===== src/rtl/itdt_pkg.sv =====
package itdt_pkg;

  // width of the input field, and the bits of it that are converted
  localparam int unsigned ValueW     = 32;
  localparam int unsigned VALUE_BITS = 32;

  localparam int unsigned CharW  = 6;
  localparam int unsigned DigitW = 4;

  localparam logic [CharW-1:0] ASCII_ZERO  = CharW'(48);
  localparam logic [CharW-1:0] ASCII_MINUS = CharW'(45);

  // decimal digits needed for the largest magnitude, 2^(VALUE_BITS-1)
  function automatic int unsigned digits_for(input int unsigned bits);
    longint unsigned max_mag;
    longint unsigned pow;
    int unsigned     n;
    max_mag = longint'(1) << (bits - 1);
    pow     = 10;
    n       = 1;
    while (pow <= max_mag) begin
      pow = pow * 10;
      n   = n + 1;
    end
    return n;
  endfunction

  localparam int unsigned NumDigits = digits_for(VALUE_BITS);
  localparam int unsigned BcdW      = NumDigits * DigitW;
  localparam int unsigned CntW      = (VALUE_BITS > 1) ? $clog2(VALUE_BITS) : 1;
  localparam int unsigned NdigW     = $clog2(NumDigits + 1);

  typedef logic [BcdW-1:0] bcd_t;

endpackage


===== src/rtl/int_to_decimal_text.sv =====
// channel  | direction | handshake                | payload
// ---------+-----------+--------------------------+-----------------------------
// in       | input     | in_valid_i / in_ready_o   | value_i (32b signed)
// out      | output    | out_valid_o / out_ready_i | char_code_o (6b), last_char_o
//
// one request: accept, then bit-serial double dabble over the VALUE_BITS (32) magnitude bits,
// then leading zero digits are dropped one per cycle (0 to 9), then the text goes out one
// character per cycle while the output is free (1 to 11); zeros dropped and digits sent
// add up to NumDigits.
// the last character waits in the output register while the next request is taken.
// a stalled output holds the emit sequencer, reset (rst_ni low) returns to idle.
module int_to_decimal_text
  import itdt_pkg::*;
(
  input  logic                     clk_i,
  input  logic                     rst_ni,
  input  logic                     in_valid_i,
  output logic                     in_ready_o,
  input  logic signed [ValueW-1:0] value_i,
  output logic                     out_valid_o,
  input  logic                     out_ready_i,
  output logic        [CharW-1:0]  char_code_o,
  output logic                     last_char_o
);

  // sequencer codes
  localparam logic [1:0] S_IDLE = 2'd0;
  localparam logic [1:0] S_CONV = 2'd1; // double dabble, one magnitude bit per cycle
  localparam logic [1:0] S_SKIP = 2'd2; // drop leading zero digits, one per cycle
  localparam logic [1:0] S_EMIT = 2'd3; // sign, then one digit per cycle while the output slot is free

  logic [1:0]            state_q, state_d;
  logic [VALUE_BITS-1:0] mag_q, mag_d;
  bcd_t                  bcd_q, bcd_d;
  logic [CntW-1:0]       cnt_q, cnt_d;
  logic [NdigW-1:0]      ndig_q, ndig_d;
  logic                  neg_q, neg_d;

  logic                  out_valid_q, out_valid_d;
  logic [CharW-1:0]      char_q, char_d;
  logic                  last_q, last_d;

  logic [VALUE_BITS-1:0] raw;
  logic                  raw_neg;
  bcd_t                  bcd_adj;
  logic [DigitW-1:0]     top_digit;
  logic                  slot_free;

  assign raw       = value_i[VALUE_BITS-1:0];
  assign raw_neg   = raw[VALUE_BITS-1];
  assign top_digit = bcd_q[BcdW-1 -: DigitW];
  assign slot_free = !out_valid_q || out_ready_i;

  assign in_ready_o  = (state_q == S_IDLE);
  assign out_valid_o = out_valid_q;
  assign char_code_o = char_q;
  assign last_char_o = last_q;

  // add 3 to every bcd digit of five or more before the shift
  always_comb begin
    for (int d = 0; d < NumDigits; d++) begin
      if (bcd_q[d*DigitW +: DigitW] >= DigitW'(5)) begin
        bcd_adj[d*DigitW +: DigitW] = bcd_q[d*DigitW +: DigitW] + DigitW'(3);
      end else begin
        bcd_adj[d*DigitW +: DigitW] = bcd_q[d*DigitW +: DigitW];
      end
    end
  end

  always_comb begin
    state_d     = state_q;
    mag_d       = mag_q;
    bcd_d       = bcd_q;
    cnt_d       = cnt_q;
    ndig_d      = ndig_q;
    neg_d       = neg_q;
    out_valid_d = out_valid_q;
    char_d      = char_q;
    last_d      = last_q;

    // output slot drains on the handshake
    if (out_valid_q && out_ready_i) begin
      out_valid_d = 1'b0;
    end

    unique case (state_q)
      S_IDLE: begin
        if (in_valid_i) begin
          // magnitude through an unsigned negate, safe for the most negative value
          mag_d   = raw_neg ? (~raw + VALUE_BITS'(1)) : raw;
          neg_d   = raw_neg;
          bcd_d   = '0;
          cnt_d   = CntW'(VALUE_BITS - 1);
          state_d = S_CONV;
        end
      end
      S_CONV: begin
        bcd_d = {bcd_adj[BcdW-2:0], mag_q[VALUE_BITS-1]};
        mag_d = {mag_q[VALUE_BITS-2:0], 1'b0};
        cnt_d = cnt_q - CntW'(1);
        if (cnt_q == '0) begin
          ndig_d  = NdigW'(NumDigits);
          state_d = S_SKIP;
        end
      end
      S_SKIP: begin
        // keep at least one digit so zero prints as '0'
        if (top_digit == '0 && ndig_q != NdigW'(1)) begin
          bcd_d  = {bcd_q[BcdW-DigitW-1:0], {DigitW{1'b0}}};
          ndig_d = ndig_q - NdigW'(1);
        end else begin
          state_d = S_EMIT;
        end
      end
      S_EMIT: begin
        if (slot_free) begin
          out_valid_d = 1'b1;
          if (neg_q) begin
            char_d = ASCII_MINUS;
            last_d = 1'b0;
            neg_d  = 1'b0;
          end else begin
            char_d = ASCII_ZERO + CharW'(top_digit);
            last_d = (ndig_q == NdigW'(1));
            bcd_d  = {bcd_q[BcdW-DigitW-1:0], {DigitW{1'b0}}};
            ndig_d = ndig_q - NdigW'(1);
            if (ndig_q == NdigW'(1)) begin
              state_d = S_IDLE;
            end
          end
        end
      end
      default: begin
        state_d = S_IDLE;
      end
    endcase
  end

  // control state
  always_ff @(posedge clk_i or negedge rst_ni) begin
    if (!rst_ni) begin
      state_q     <= S_IDLE;
      out_valid_q <= 1'b0;
    end else begin
      state_q     <= state_d;
      out_valid_q <= out_valid_d;
    end
  end

  // datapath, no reset needed
  always_ff @(posedge clk_i) begin
    mag_q  <= mag_d;
    bcd_q  <= bcd_d;
    cnt_q  <= cnt_d;
    ndig_q <= ndig_d;
    neg_q  <= neg_d;
    char_q <= char_d;
    last_q <= last_d;
  end

  // a minus sign never ends the text
  a_minus_not_last: assert property (@(posedge clk_i) disable iff (!rst_ni)
    out_valid_o && char_code_o == ASCII_MINUS |-> !last_char_o)
    else $error("minus sign flagged as last character");

  // only a minus or a digit ever leaves the block
  a_char_range: assert property (@(posedge clk_i) disable iff (!rst_ni)
    out_valid_o |-> char_code_o == ASCII_MINUS ||
      (char_code_o >= ASCII_ZERO && char_code_o <= ASCII_ZERO + CharW'(9)))
    else $error("character code out of range");

  // an accepted request starts conversion next cycle
  a_accept_conv: assert property (@(posedge clk_i) disable iff (!rst_ni)
    in_valid_i && in_ready_o |=> state_q == S_CONV)
    else $error("accepted request did not start conversion");

  // the digit count never runs out before the last digit goes out
  a_ndig_live: assert property (@(posedge clk_i) disable iff (!rst_ni)
    state_q == S_SKIP || state_q == S_EMIT |-> ndig_q != '0)
    else $error("digit count empty while emitting");

endmodule


===== config.mk =====
export PLATFORM = sky130hd
export DESIGN_NAME = int_to_decimal_text
export DESIGN_NICKNAME = d
export VERILOG_FILES = /design/src/rtl/itdt_pkg.sv /design/src/rtl/int_to_decimal_text.sv
export SDC_FILE = /design/constraint.sdc
export NUM_CORES = 1
export LEC_CHECK = 0
export ABC_AREA = 0
export BUFFER_PORTS_ARGS = -buffer_cell sky130_fd_sc_hd__buf_2
export CORE_UTILIZATION = 57
export DETAILED_ROUTE_END_ITERATION = 10
export PLACE_DENSITY = 0.76
export SYNTH_ARGS = -nofsm -noshare
export SYNTH_HDL_FRONTEND = slang
export SYNTH_SLANG_ARGS = --single-unit

===== constraint.sdc =====
create_clock -name clk_i -period 6.8 [get_ports clk_i]
set_clock_uncertainty 0.05 [all_clocks]
set_input_delay 2.04 -clock clk_i [delete_from_list [all_inputs] [get_ports clk_i]]
set_output_delay 2.04 -clock clk_i [all_outputs]
set_load 0.03 [all_outputs]

==> qor.yml, run 1 <==
outcome:
  status: "finished clean"
clock_tree:
  post_cts_buffers: 0
  clock_path_buffers: 2
  clock_latency_ns: 0.36
  numCtsBuffers: 9
  cts-root-buf: "clkbuf_8"
  cts_tree: "built"
  post_cts_resized: 0
  clock_sinks: 91
  clk_pin_slew_worst_paths_ns: 0.09
  htreeDepth: 3
  hold_buffers: 0
worst_setup_path:
  rr_worst_depth: 5
  crit_type: "input pin to flop"
  endpoint_kind: "flop"
  crit_path_start_kind: "input pin"
  required_ns: 6.86
  worst_ep_arrival_time_ns: 3.91
  critPathMaxFanout: 7
floorplan:
  die_width_um: 100.6
  rows: 35
  initial_core_util_pct: 59.36
  ios: 45
  dieHeight_um: 100.6
  coreArea_sq_mm: 0.009328
  fp.dieArea_sq_mm: 0.01011
sta:
  setup_slack_ns: 2.954
  finalCritPeriodShare_pct: 56.56
  setup_viol: 0
  hold_viol: 0
  fin_setup_tns_ns: 0
  worst_pin_slew_ns: 1.127
  drv_slew: 0
  rsz0062_at_grt: "no"
  fmax_ghz: 0.2600
  relSlewSlack_pct: 24.69
  timing.final.crit_period_ns: 3.846
global_routing:
  grt_use_total_pct: 22.53
  met1_usage_pct: 30.43
  gr-usage-met2_pct: 36.46
  grt_pass1_wl_mm: 17.80
  antenna_found_initial: 0
  grt_overflow_total: 0
  grt_pass1_vias: 3959
  grt_max_degree: 52
  grt.busiest_layer: "met2"
  grtUsageMet3_pct: 4.022
job:
  maxCapViolations: 0
final_layout:
  diodes: 0
  stdcell_area_sq_mm: 0.006081
  finalNonFillerCells: 718
  areaGrowthSynthToFinish_pct: 9.830
  finalNetCount: 650
  layout-drive-gt1-share_pct: 14.94
detailed_routing:
  wl_per_cell_um: 14.80
  routed_wl_mm: 10.62
  avgViaCountPerCell: 5.627
  drt_pass1_iterations: 5
  drt_iter0_markers: 157
  drc_errors: 0
  postRouteAntennaNets: 0
  dr_total_vias: 4040
min_path:
  worstHoldPathCells: 2
  hold_class: "flop to flop"
synthesis:
  syn_nets: 611
  syn_avg_cell_area_sq_um: 10.16
  synth_area_sq_mm: 0.005537
  synth-seq-cells: 91
  yosysWarnings: 0
  synthCells: 545
  synth_seq_area_share_pct: 49.08
  ys_types: 43
place:
  place_area_sq_mm: 0.005877
  gp_congestion: 0.8501
  port_buffers: 43
  dp.cells: 702
  dp_hpwl_mm: 7.326
  place_ws_ns: 2.603
power:
  ir_drop_uv: 241.0
  p_per_area_mw_per_mm2: 468.9
  power_leakage_nw: 2.253
==> cell families after synthesis <==
family          Yosys count  share of synthesized area (%)
simple gates            174                          15.73
fa+ha+maj                30                          6.780
xor+xnor                 48                          7.593
other cells               1                        0.06773
flops                    91                          49.08
mux                      13                          2.599
compound gates          136                          14.53
buf+inv                  52                          3.616
==> per-stage QoR <==
stage	util [%]	total power, mW	hold slack (ns)
2_1_floorplan	-	2.156	0.4500
3_3_place_gp	63.00	2.410	0.4574
3_5_place_dp	63.00	2.487	0.4634
4_1_cts	65.19	2.875	0.4857
5_1_grt	65.19	3.093	0.5150
6_report	65.19	2.851	0.4894
==> cell type report <==
class	count	area, sq um
Tap cell	129	161.4
Fill cell	741	3247
Timing Repair Buffer	47	245.2
Inverter	33	123.9
Clock buffer	11	141.4
Sequential cell	91	2718
Clock inverter	5	62.56
Multi-Input combinational cell	402	2629
==> cells in the final DEF, fill, tap and decap left out, types with 6 or more instances in the layout <==
master,count
o41ai_1,6
nor3b_1,13
xor2_1,23
mux2_2,11
inv_1,33
nand2_1,76
nor2_1,30
xnor2_1,25
o31ai_1,14
edfxtp_1,88
nand2b_1,15
a21oi_1,33
ha_1,30
o21ai_0,70
clkbuf_8,10
buf_2,43
==> path summary, 6_finish.rpt <==
path / start / slack (ns) / endpoint
max in group asynchronous: rst_ni / 5.19 / state_q[0]
setup reg to reg: state_q[0] / 4.29 / bcd_q[5]
hold reg to reg: mag_q[3] / 0.49 / mag_q[4]
hold / removal: mag_q[3] / 0.49 / mag_q[4]
setup / recovery: value_i[0] / 2.95 / mag_q[24]
min in group asynchronous: rst_ni / 1.40 / out_valid_o
==> power by group <==
group / switching (mW) / total, mW / internal [mW]
combinational: 0.782 / 1.22 / 0.437
clock: 0.202 / 0.384 / 0.182
sequential: 0.182 / 1.25 / 1.06
total: 1.17 / 2.85 / 1.68
==> Yosys cell counts, drive strengths merged <==
| cell type | n | area share (%) |
|---|---|---|
| edfxtp | 88 | 48 |
| nand2 | 76 | 5.2 |
| o21ai | 74 | 6.7 |
| a21oi | 33 | 3.0 |
| inv | 33 | 2.2 |
| nor2 | 33 | 2.3 |
| ha | 30 | 6.8 |
| xnor2 | 25 | 4.0 |
| xor2 | 23 | 3.6 |
| clkbuf | 15 | 1.0 |
| nand2b | 15 | 1.7 |
| o31ai | 14 | 1.9 |
| nor3b | 13 | 1.8 |
| mux2 | 11 | 2.2 |
| o41ai | 11 | 2.4 |
| nor4 | 6 | 1.2 |
| nand4 | 5 | 0.68 |
| nor3 | 5 | 0.45 |
| buf | 4 | 0.36 |
| nand3 | 4 | 0.36 |
| nor2b | 4 | 0.45 |
| dfrtp | 3 | 1.4 |
| or2 | 3 | 0.34 |
| a22oi | 2 | 0.27 |
| and3 | 2 | 0.23 |
| mux2i | 2 | 0.36 |
| nand3b | 2 | 0.27 |
| nand4b | 2 | 0.32 |
| a22o | 1 | 0.16 |
| a31oi | 1 | 0.11 |
| and2 | 1 | 0.11 |
| conb | 1 | 0.068 |
| nor4b | 1 | 0.16 |
| or3 | 1 | 0.11 |
| or4b | 1 | 0.18 |
==> metal layers <==
metal  wire length, um  vias up
met5                 0        -
met4               170        0
met3               340       15
met2              5127       77
met1              4987     1930
li1                  -     2018
==> flip-flops by register name, summed over array words and instances (netlist names) <==
| signal | count |
|---|---|
| bcd_q | 40 |
| char_code_o | 5 |
| cnt_q | 5 |
| last_char_o | 1 |
| mag_q | 32 |
| ndig_q | 4 |
| neg_q | 1 |
| out_valid_o | 1 |
| state_q | 2 |
==> worst max-delay path: stages <==
cell and delay (ns):
buf_2 0.12, inv_1 0.07, ha_1 0.18, nor3b_1 0.52
nand4_2 0.31, o41ai_2 0.30, xnor2_1 0.10, mux2_2 0.26
Power figures use the tool's default switching activity.
==> inputs of run 2 (changes only) <==
Settings changed: ABC_AREA 0 to 1.
Clock period 6.8 ns to 3.7 ns, I/O delays scaled along.
==> run 2 against run 1 <==
Effect of this change:
- critical path depth fell by 5
- combinational power is 84% higher
- power rose by 81%
- cell count increased by 23%
- area after synthesis is 5.2% higher
- critical path type is now flop to output port
- largest power group is now combinational cells
- highest routed layer unchanged
==> qor.yml, run 2 <==
synthesis:
  synth_top_family_by_area: "simple AND/OR/NAND/NOR gates"  # unchanged
  synth_common_cells: "nand2_1, nor2_1, inv_1"  # was edfxtp_1, nand2_1, o21ai_0
  syn_nets: 771  # was 611
  async_flop_share_pct: 3.297  # unchanged
  synthCells: 705  # was 545
  synthAdderAreaFrac_pct: 6.443  # was 6.780%
  synth_area_leaders: "edfxtp_1, nand2_1, ha_1"  # was edfxtp_1, ha_1, o21ai_0
  synth_area_sq_mm: 0.005826  # was 0.005537 sq mm
  synth-seq-cells: 91  # unchanged
  synthSimpleGateAreaFrac_pct: 23.84  # was 15.73%
  synth.most_common_cell: "nand2_1"  # was edfxtp_1
  synth-edff-count: 88  # unchanged
  ys_types: 37  # was 43
  ys.flop_type: "edfxtp_1"  # unchanged
  synth_top_area_cell: "edfxtp_1"  # unchanged
  synth-xor-area-share_pct: 1.503  # was 7.593%
  syn_avg_cell_area_sq_um: 8.263  # was 10.16 sq um
  muxShareOfSynthArea_pct: 0  # was 2.599%
  synth_seq_area_share_pct: 46.65  # was 49.08%
  yosysWarnings: 0  # unchanged
  synth_compound_area_share_pct: 13.12  # was 14.53%
  synth_top_area_share_pct: 45.36  # was 47.73%
floorplan:
  initial_core_util_pct: 59.33  # was 59.36%
  ios: 45  # unchanged
  dieHeight_um: 103.1  # was 100.6 um
  rows: 36  # was 35
  die_width_um: 103.1  # was 100.6 um
  fp.dieArea_sq_mm: 0.01063  # was 0.01011 sq mm
  coreArea_sq_mm: 0.009819  # was 0.009328 sq mm
final_layout:
  finalNetCount: 810  # was 650
  largest_reg_flops: 40  # unchanged
  fillers: 853  # was 741
  areaGrowthSynthToFinish_pct: 8.892  # was 9.830%
  largest_register: "bcd_q"  # unchanged
  diodes: 0  # unchanged
  final_common_cell: "nand2_1"  # was edfxtp_1
  top_regs: "bcd_q x40, mag_q x32"  # unchanged
  stdcell_area_sq_mm: 0.006344  # was 0.006081 sq mm
  layout_common_cells: "nand2_1, nor2_1, inv_1"  # was edfxtp_1, nand2_1, o21ai_0
  layout-drive-gt1-share_pct: 11.75  # was 14.94%
  postLayoutCoreUtil_pct: 64.60  # was 65.19%
clock_tree:
  numCtsBuffers: 9  # unchanged
  clk_pin_slew_worst_paths_ns: 0.09  # about the same
  clock_sinks: 91  # unchanged
  cts-root-buf: "clkbuf_8"  # unchanged
  cts_tree: "built"  # unchanged
  post_cts_buffers: 0  # unchanged
  hold_buffers: 0  # unchanged
  post_cts_resized: 0  # unchanged
  clock_latency_ns: 0.37  # was 0.36 ns
  clock_path_buffers: 2  # unchanged
  htreeDepth: 3  # unchanged
place:
  place_ws_ns: 1.074  # was 2.603 ns
  dp_hpwl_mm: 8.510  # was 7.326 mm
  gp_congestion: 0.8778  # was 0.8501
  port_buffers: 43  # unchanged
  place_area_sq_mm: 0.006143  # was 0.005877 sq mm
worst_setup_path:
  worst_ep_arrival_time_ns: 1.41  # was 3.91 ns
  required_ns: 2.54  # was 6.86 ns
  crit_chain: "inv_1, ha_1, buf_2"  # was buf_2, inv_1, ha_1, nor3b_1, nand4_2, o41ai_2, xnor2_1, mux2_2
  critPathMaxFanout: 5  # was 7
  endpoint_kind: "output port"  # was flop
  crit_path_start_kind: "flop"  # was input pin
  slowest_delay_ns: 0.42  # was 0.52 ns
  critPathTopFamily: "flip-flops"  # was simple AND/OR/NAND/NOR gates
  crit_path_top_delay_cell: "dfrtp_1"  # was nor3b_1
  cp_num_buf_inv: 2  # unchanged
  crit_type: "flop to output port"  # was input pin to flop
global_routing:
  grt_pass1_wl_mm: 19.84  # was 17.80 mm
  grt_use_total_pct: 24.01  # was 22.53%
  antenna_found_initial: 0  # unchanged
  grt_overflow_total: 0  # unchanged
  grt_max_degree: 41  # was 52
  grt_pass1_vias: 4500  # was 3,959
power:
  ir_drop_uv: 442.3  # was 241.0 uV
  p_total_mw: 5.155  # was 2.851 mW
  p_int_mw: 2.932  # was 1.684 mW
  power_leakage_nw: 2.742  # was 2.253 nW
  switching_share_pct: 43.12  # was 40.93%
  clkPwrFrac_pct: 13.6  # was 13.5%
  p_per_area_mw_per_mm2: 812.6  # was 468.9 mW/mm^2
  p_sw_mw: 2.223  # was 1.167 mW
  power_frac_seq_pct: 42.9  # was 43.7%
  combinationalPowerShare_pct: 43.5  # was 42.8%
sta:
  setup_viol: 0  # unchanged
  fmax_ghz: 0.3885
  drv_slew: 0  # unchanged
  hold_viol: 0  # unchanged
  rsz0062_at_grt: "no"  # unchanged
  timing.final.crit_period_ns: 2.574
  finalCritPeriodShare_pct: 69.56
  worst_pin_slew_ns: 0.7485  # was 1.127 ns
  fin_setup_tns_ns: 0  # unchanged
  relSlewSlack_pct: 50.03  # was 24.69%
  setup_slack_ns: 1.126  # was 2.954 ns
detailed_routing:
  drt_iter0_markers: 227  # was 157
  postRouteAntennaNets: 0  # unchanged
  avgViaCountPerCell: 5.473  # was 5.627
  drc_errors: 0  # unchanged
  drt_pass1_iterations: 5  # unchanged
  dr_total_vias: 4827  # was 4,040
  wl_per_cell_um: 13.69  # was 14.80 um
  routed_wl_mm: 12.07  # was 10.62 mm
min_path:
  hold_class: "input pin to asynchronous set/reset pin"  # was flop to flop
job:
  maxCapViolations: 0  # unchanged
outcome:
  status: "finished clean"  # unchanged
==> run 2: cell count changes after synthesis, moves of 15 or more <==
cell and delta:
nand2_1 +79, nand2b_1 -15, nor2_1 +64, xnor2_1 -24, nand3_1 +43, inv_1 +61
==> run 2: power groups by stage <==
stage | clock network, mW | registers, mW | logic, mW
CTS | 0.706 | 2.21 | 2.24
finish | 0.700 | 2.21 | 2.24
detailed placement | 0 | 2.22 | 2.24
global route | 0.741 | 2.27 | 2.56
floorplan | 0 | 2.21 | 1.66
global placement | 0 | 2.20 | 2.14
==> run 2: metal layers <==
layer	global-route usage (%)	part of all wire (%)
met1	30.77	45
met2	41.28	48
met3	3.458	5.4
met4	8.992	1.4
met5	0	0
==> run 2: stage by stage <==
step                      instances  hold WS [ns]
final                           882        0.4686
after global routing            882        0.4595
after CTS                       882        0.4543
after detailed placement        866        0.4540
after global placement          866        0.4529
after floorplan                 705        0.4447
==> run 2: worst reg2reg max path, cell delays in order, from the launching register on <==
cell and delay (ns):
dfrtp_1 0.42, inv_1 0.09, ha_1 0.17, inv_2 0.29, nor2_4 0.52, inv_2 0.30, o32ai_1 0.42
==> run 2: cells by family after synthesis <==
family / after synthesis
and+or+nand+nor: 327
AOI/OAI and AO/OA: 129
DFF: 91
xor gates and xnor gates: 10
buffers and inverters: 117
other: 1
adders and majority gates: 30
==> run 2: final timing paths <==
path / from / to / slack (ns) / cells past startpoint
worst max-delay path: state_q[0] / in_ready_o / 1.13 / 3
worst min register to register: mag_q[22] / mag_q[23] / 0.48 / 2
worst min-delay path: rst_ni / state_q[0] / 0.47 / 1
min in group clk_i: mag_q[22] / mag_q[23] / 0.48 / 2
worst max register to register: state_q[1] / bcd_q[7] / 1.23 / 6
max in group asynchronous: rst_ni / state_q[1] / 3.03 / 1
==> run 2: cell type report <==
type                            count  area, sq um  area share [%]
Sequential cell                    91         2718           42.84
Multi-Input combinational cell    497         2643           41.66
Inverter                           97        364.1           5.740
Timing Repair Buffer               48        252.7           3.984
Tap cell                          133        166.4           2.623
Clock buffer                        9        123.9           1.953
Clock inverter                      7        76.32           1.203
==> inputs of run 3 (changes only) <==
Settings changed: CORE_UTILIZATION 57 to 55, PLACE_DENSITY 0.76 to 0.77.
Clock period 3.7 ns to 2.1 ns, I/O delays scaled along.
==> run 3 against run 2 <==
Effect of this change:
- critical endpoint unchanged
- critical path type unchanged
- global-route usage is 0.59 points lower
- register-to-register slack worse by 0.99 ns
- highest routed layer unchanged
- cell area is 1.8% higher
- sequential power is 75% higher
- clock power is 47% higher
- flip-flop and latch count stayed put
- hold slack better by 0.0029 ns
- largest power group unchanged
- power is 78% higher
- via count is 0.87% higher
- clock-buffer cell count is 1 higher
- combinational power is 91% higher
- sequential share of layout area is 0.74 points lower
==> qor.yml, run 3 (synthesized netlist as in run 2, its figures left out) <==
outcome:
  status: "finished clean"  # unchanged
final_layout:
  layout-drive-gt1-share_pct: 13.42  # was 11.75%
  largest_reg_flops: 40  # unchanged
  layout_common_cells: "nand2_1, nor2_1, inv_1"  # unchanged
  areaGrowthSynthToFinish_pct: 10.80  # was 8.892%
  diodes: 0  # unchanged
  finalNetCount: 821  # was 810
  final_common_cell: "nand2_1"  # unchanged
  largest_register: "bcd_q"  # unchanged
  top_regs: "bcd_q x40, mag_q x32"  # unchanged
  stdcell_area_sq_mm: 0.006455  # was 0.006344 sq mm
floorplan:
  initial_core_util_pct: 56.68  # was 59.33%
  ios: 45  # unchanged
  die_width_um: 104.9  # was 103.1 um
  dieHeight_um: 104.9  # was 103.1 um
  fp.dieArea_sq_mm: 0.01101  # was 0.01063 sq mm
  coreArea_sq_mm: 0.01028  # was 0.009819 sq mm
  rows: 37  # was 36
detailed_routing:
  drc_errors: 0  # unchanged
  postRouteAntennaNets: 0  # unchanged
  avgViaCountPerCell: 5.434  # was 5.473
  routed_wl_mm: 11.98  # was 12.07 mm
  drt_pass1_iterations: 6  # was 5
  drt_iter0_markers: 233  # was 227
  wl_per_cell_um: 13.36  # was 13.69 um
  dr_total_vias: 4869  # was 4,827
global_routing:
  grt_pass1_wl_mm: 20.71  # was 19.84 mm
  grt_use_total_pct: 23.42  # was 24.01%
  grt_max_degree: 41  # unchanged
  antenna_found_initial: 0  # unchanged
  grt_pass1_vias: 4780  # was 4,500
  grt_overflow_total: 0  # unchanged
power:
  ir_drop_uv: 908.6  # was 442.3 uV
  switching_share_pct: 42.65  # was 43.12%
  combinationalPowerShare_pct: 46.6  # was 43.5%
  power_frac_seq_pct: 42.2  # was 42.9%
  p_int_mw: 5.259  # was 2.932 mW
  p_sw_mw: 3.910  # was 2.223 mW
  clkPwrFrac_pct: 11.2  # was 13.6%
  p_per_area_mw_per_mm2: 1420  # was 812.6 mW/mm^2
  power_leakage_nw: 2.793  # was 2.742 nW
worst_setup_path:
  critPathMaxFanout: 5  # unchanged
  cp_num_buf_inv: 2  # unchanged
  crit_path_start_kind: "flop"  # unchanged
  worst_ep_arrival_time_ns: 1.32  # was 1.41 ns
  critPathTopFamily: "flip-flops"  # unchanged
  endpoint_kind: "output port"  # unchanged
  crit_path_top_delay_cell: "dfrtp_1"  # unchanged
  crit_chain: "inv_1, ha_4, buf_2"  # was inv_1, ha_1, buf_2
  crit_type: "flop to output port"  # unchanged
  slowest_delay_ns: 0.42  # about the same
  required_ns: 1.42  # was 2.54 ns
place:
  place_area_sq_mm: 0.006285  # was 0.006143 sq mm
  place_ws_ns: 0.01260  # was 1.074 ns
  port_buffers: 43  # unchanged
  dp_hpwl_mm: 8.821  # was 8.510 mm
  gp_congestion: 0.8976  # was 0.8778
sta:
  setup_slack_ns: 0.1030  # was 1.126 ns
  fin_setup_tns_ns: 0  # unchanged
  rsz0062_at_grt: "no"  # unchanged
  setup_viol: 0  # unchanged
  drv_slew: 0  # unchanged
  timing.final.crit_period_ns: 1.997
  finalCritPeriodShare_pct: 95.10
  hold_viol: 0  # unchanged
  hold_ws_ns: 0.4715  # was 0.4686 ns
  fmax_ghz: 0.5007
clock_tree:
  cts-root-buf: "clkbuf_8"  # unchanged
  cts_tree: "built"  # unchanged
  clock_sinks: 91  # unchanged
  numCtsBuffers: 9  # unchanged
  clock_latency_ns: 0.36  # was 0.37 ns
  post_cts_buffers: 0  # unchanged
  htreeDepth: 3  # unchanged
  clock_path_buffers: 2  # unchanged
  clk_pin_slew_worst_paths_ns: 0.09  # about the same
job:
  maxCapViolations: 0  # unchanged
min_path:
  hold_class: "input pin to flop"  # was input pin to asynchronous set/reset pin
==> run 3: changes by cell type in the layout (fill, tap and decap cells not counted), moves of 2 or more <==
cell	delta
inv_1	-3
buf_12	+3
clkinv_4	-2
clkinv_1	+2
buf_4	+7
inv_2	+2
==> run 3: cell type report <==
cell class,instances,area [sq um]
clock buffer,10,127.6
multi-input combinational,497,2665
fill,890,3822
sequential,91,2718
clock inverter,6,32.53
tap,136,170.2
timing repair buffer,59,375.4
inverter,97,366.6
==> run 3: worst paths after layout <==
path | slack, ns | endpoint | cells after the start | startpoint
max | 0.10 | in_ready_o | 3 | state_q[0]
min | 0.47 | out_valid_o | 4 | out_ready_i
max reg2reg | 0.24 | bcd_q[32] | 7 | state_q[0]
min reg2reg | 0.48 | mag_q[23] | 2 | mag_q[22]
max in group asynchronous | 1.36 | state_q[1] | 2 | rst_ni
min in group asynchronous | 0.53 | out_valid_o | 2 | rst_ni
==> run 3: tightest hold or removal path, delay by kind of cell <==
kind                   cells  cell delay (ns)
and+or+nand+nor            2             0.09
buffers and inverters      2             0.12
==> run 3: what timing repair did <==
action / 4_1_cts / 5_1_grt
hold endpoints to repair: 3 / 0
gates resized for setup: 0 / 0
hold buffers: 1 / 0
==> run 3: power by group through the flow <==
stage                     clock, mW  sequential (mW)  combinational (mW)
final                          1.03             3.87                4.27
after global routing           1.11             3.97                4.85
after CTS                      1.04             3.87                4.28
after detailed placement          0             3.91                4.26
after global placement            0             3.86                4.05
after floorplan                   0             3.87                3.07
==> run 3: metrics by stage <==
stage | utilization [%] | total power [mW] | instances
2_1_floorplan | - | 6.937 | 705
3_3_place_gp | 61.15 | 7.910 | 879
3_5_place_dp | 61.15 | 8.170 | 879
4_1_cts | 62.81 | 9.195 | 896
5_1_grt | 62.81 | 9.940 | 896
6_report | 62.81 | 9.169 | 896
==> run 3: layer usage <==
metal  share of wire (%)  vias up  track usage (%)  wire length [um]
met5                   0        -                0                 0
met4                 1.7        0            10.56               209
met3                 4.5       17            3.057               544
met2                  49      157            40.02              5827
met1                  45     2226            29.64              5393
li1                    -     2469                -                 -
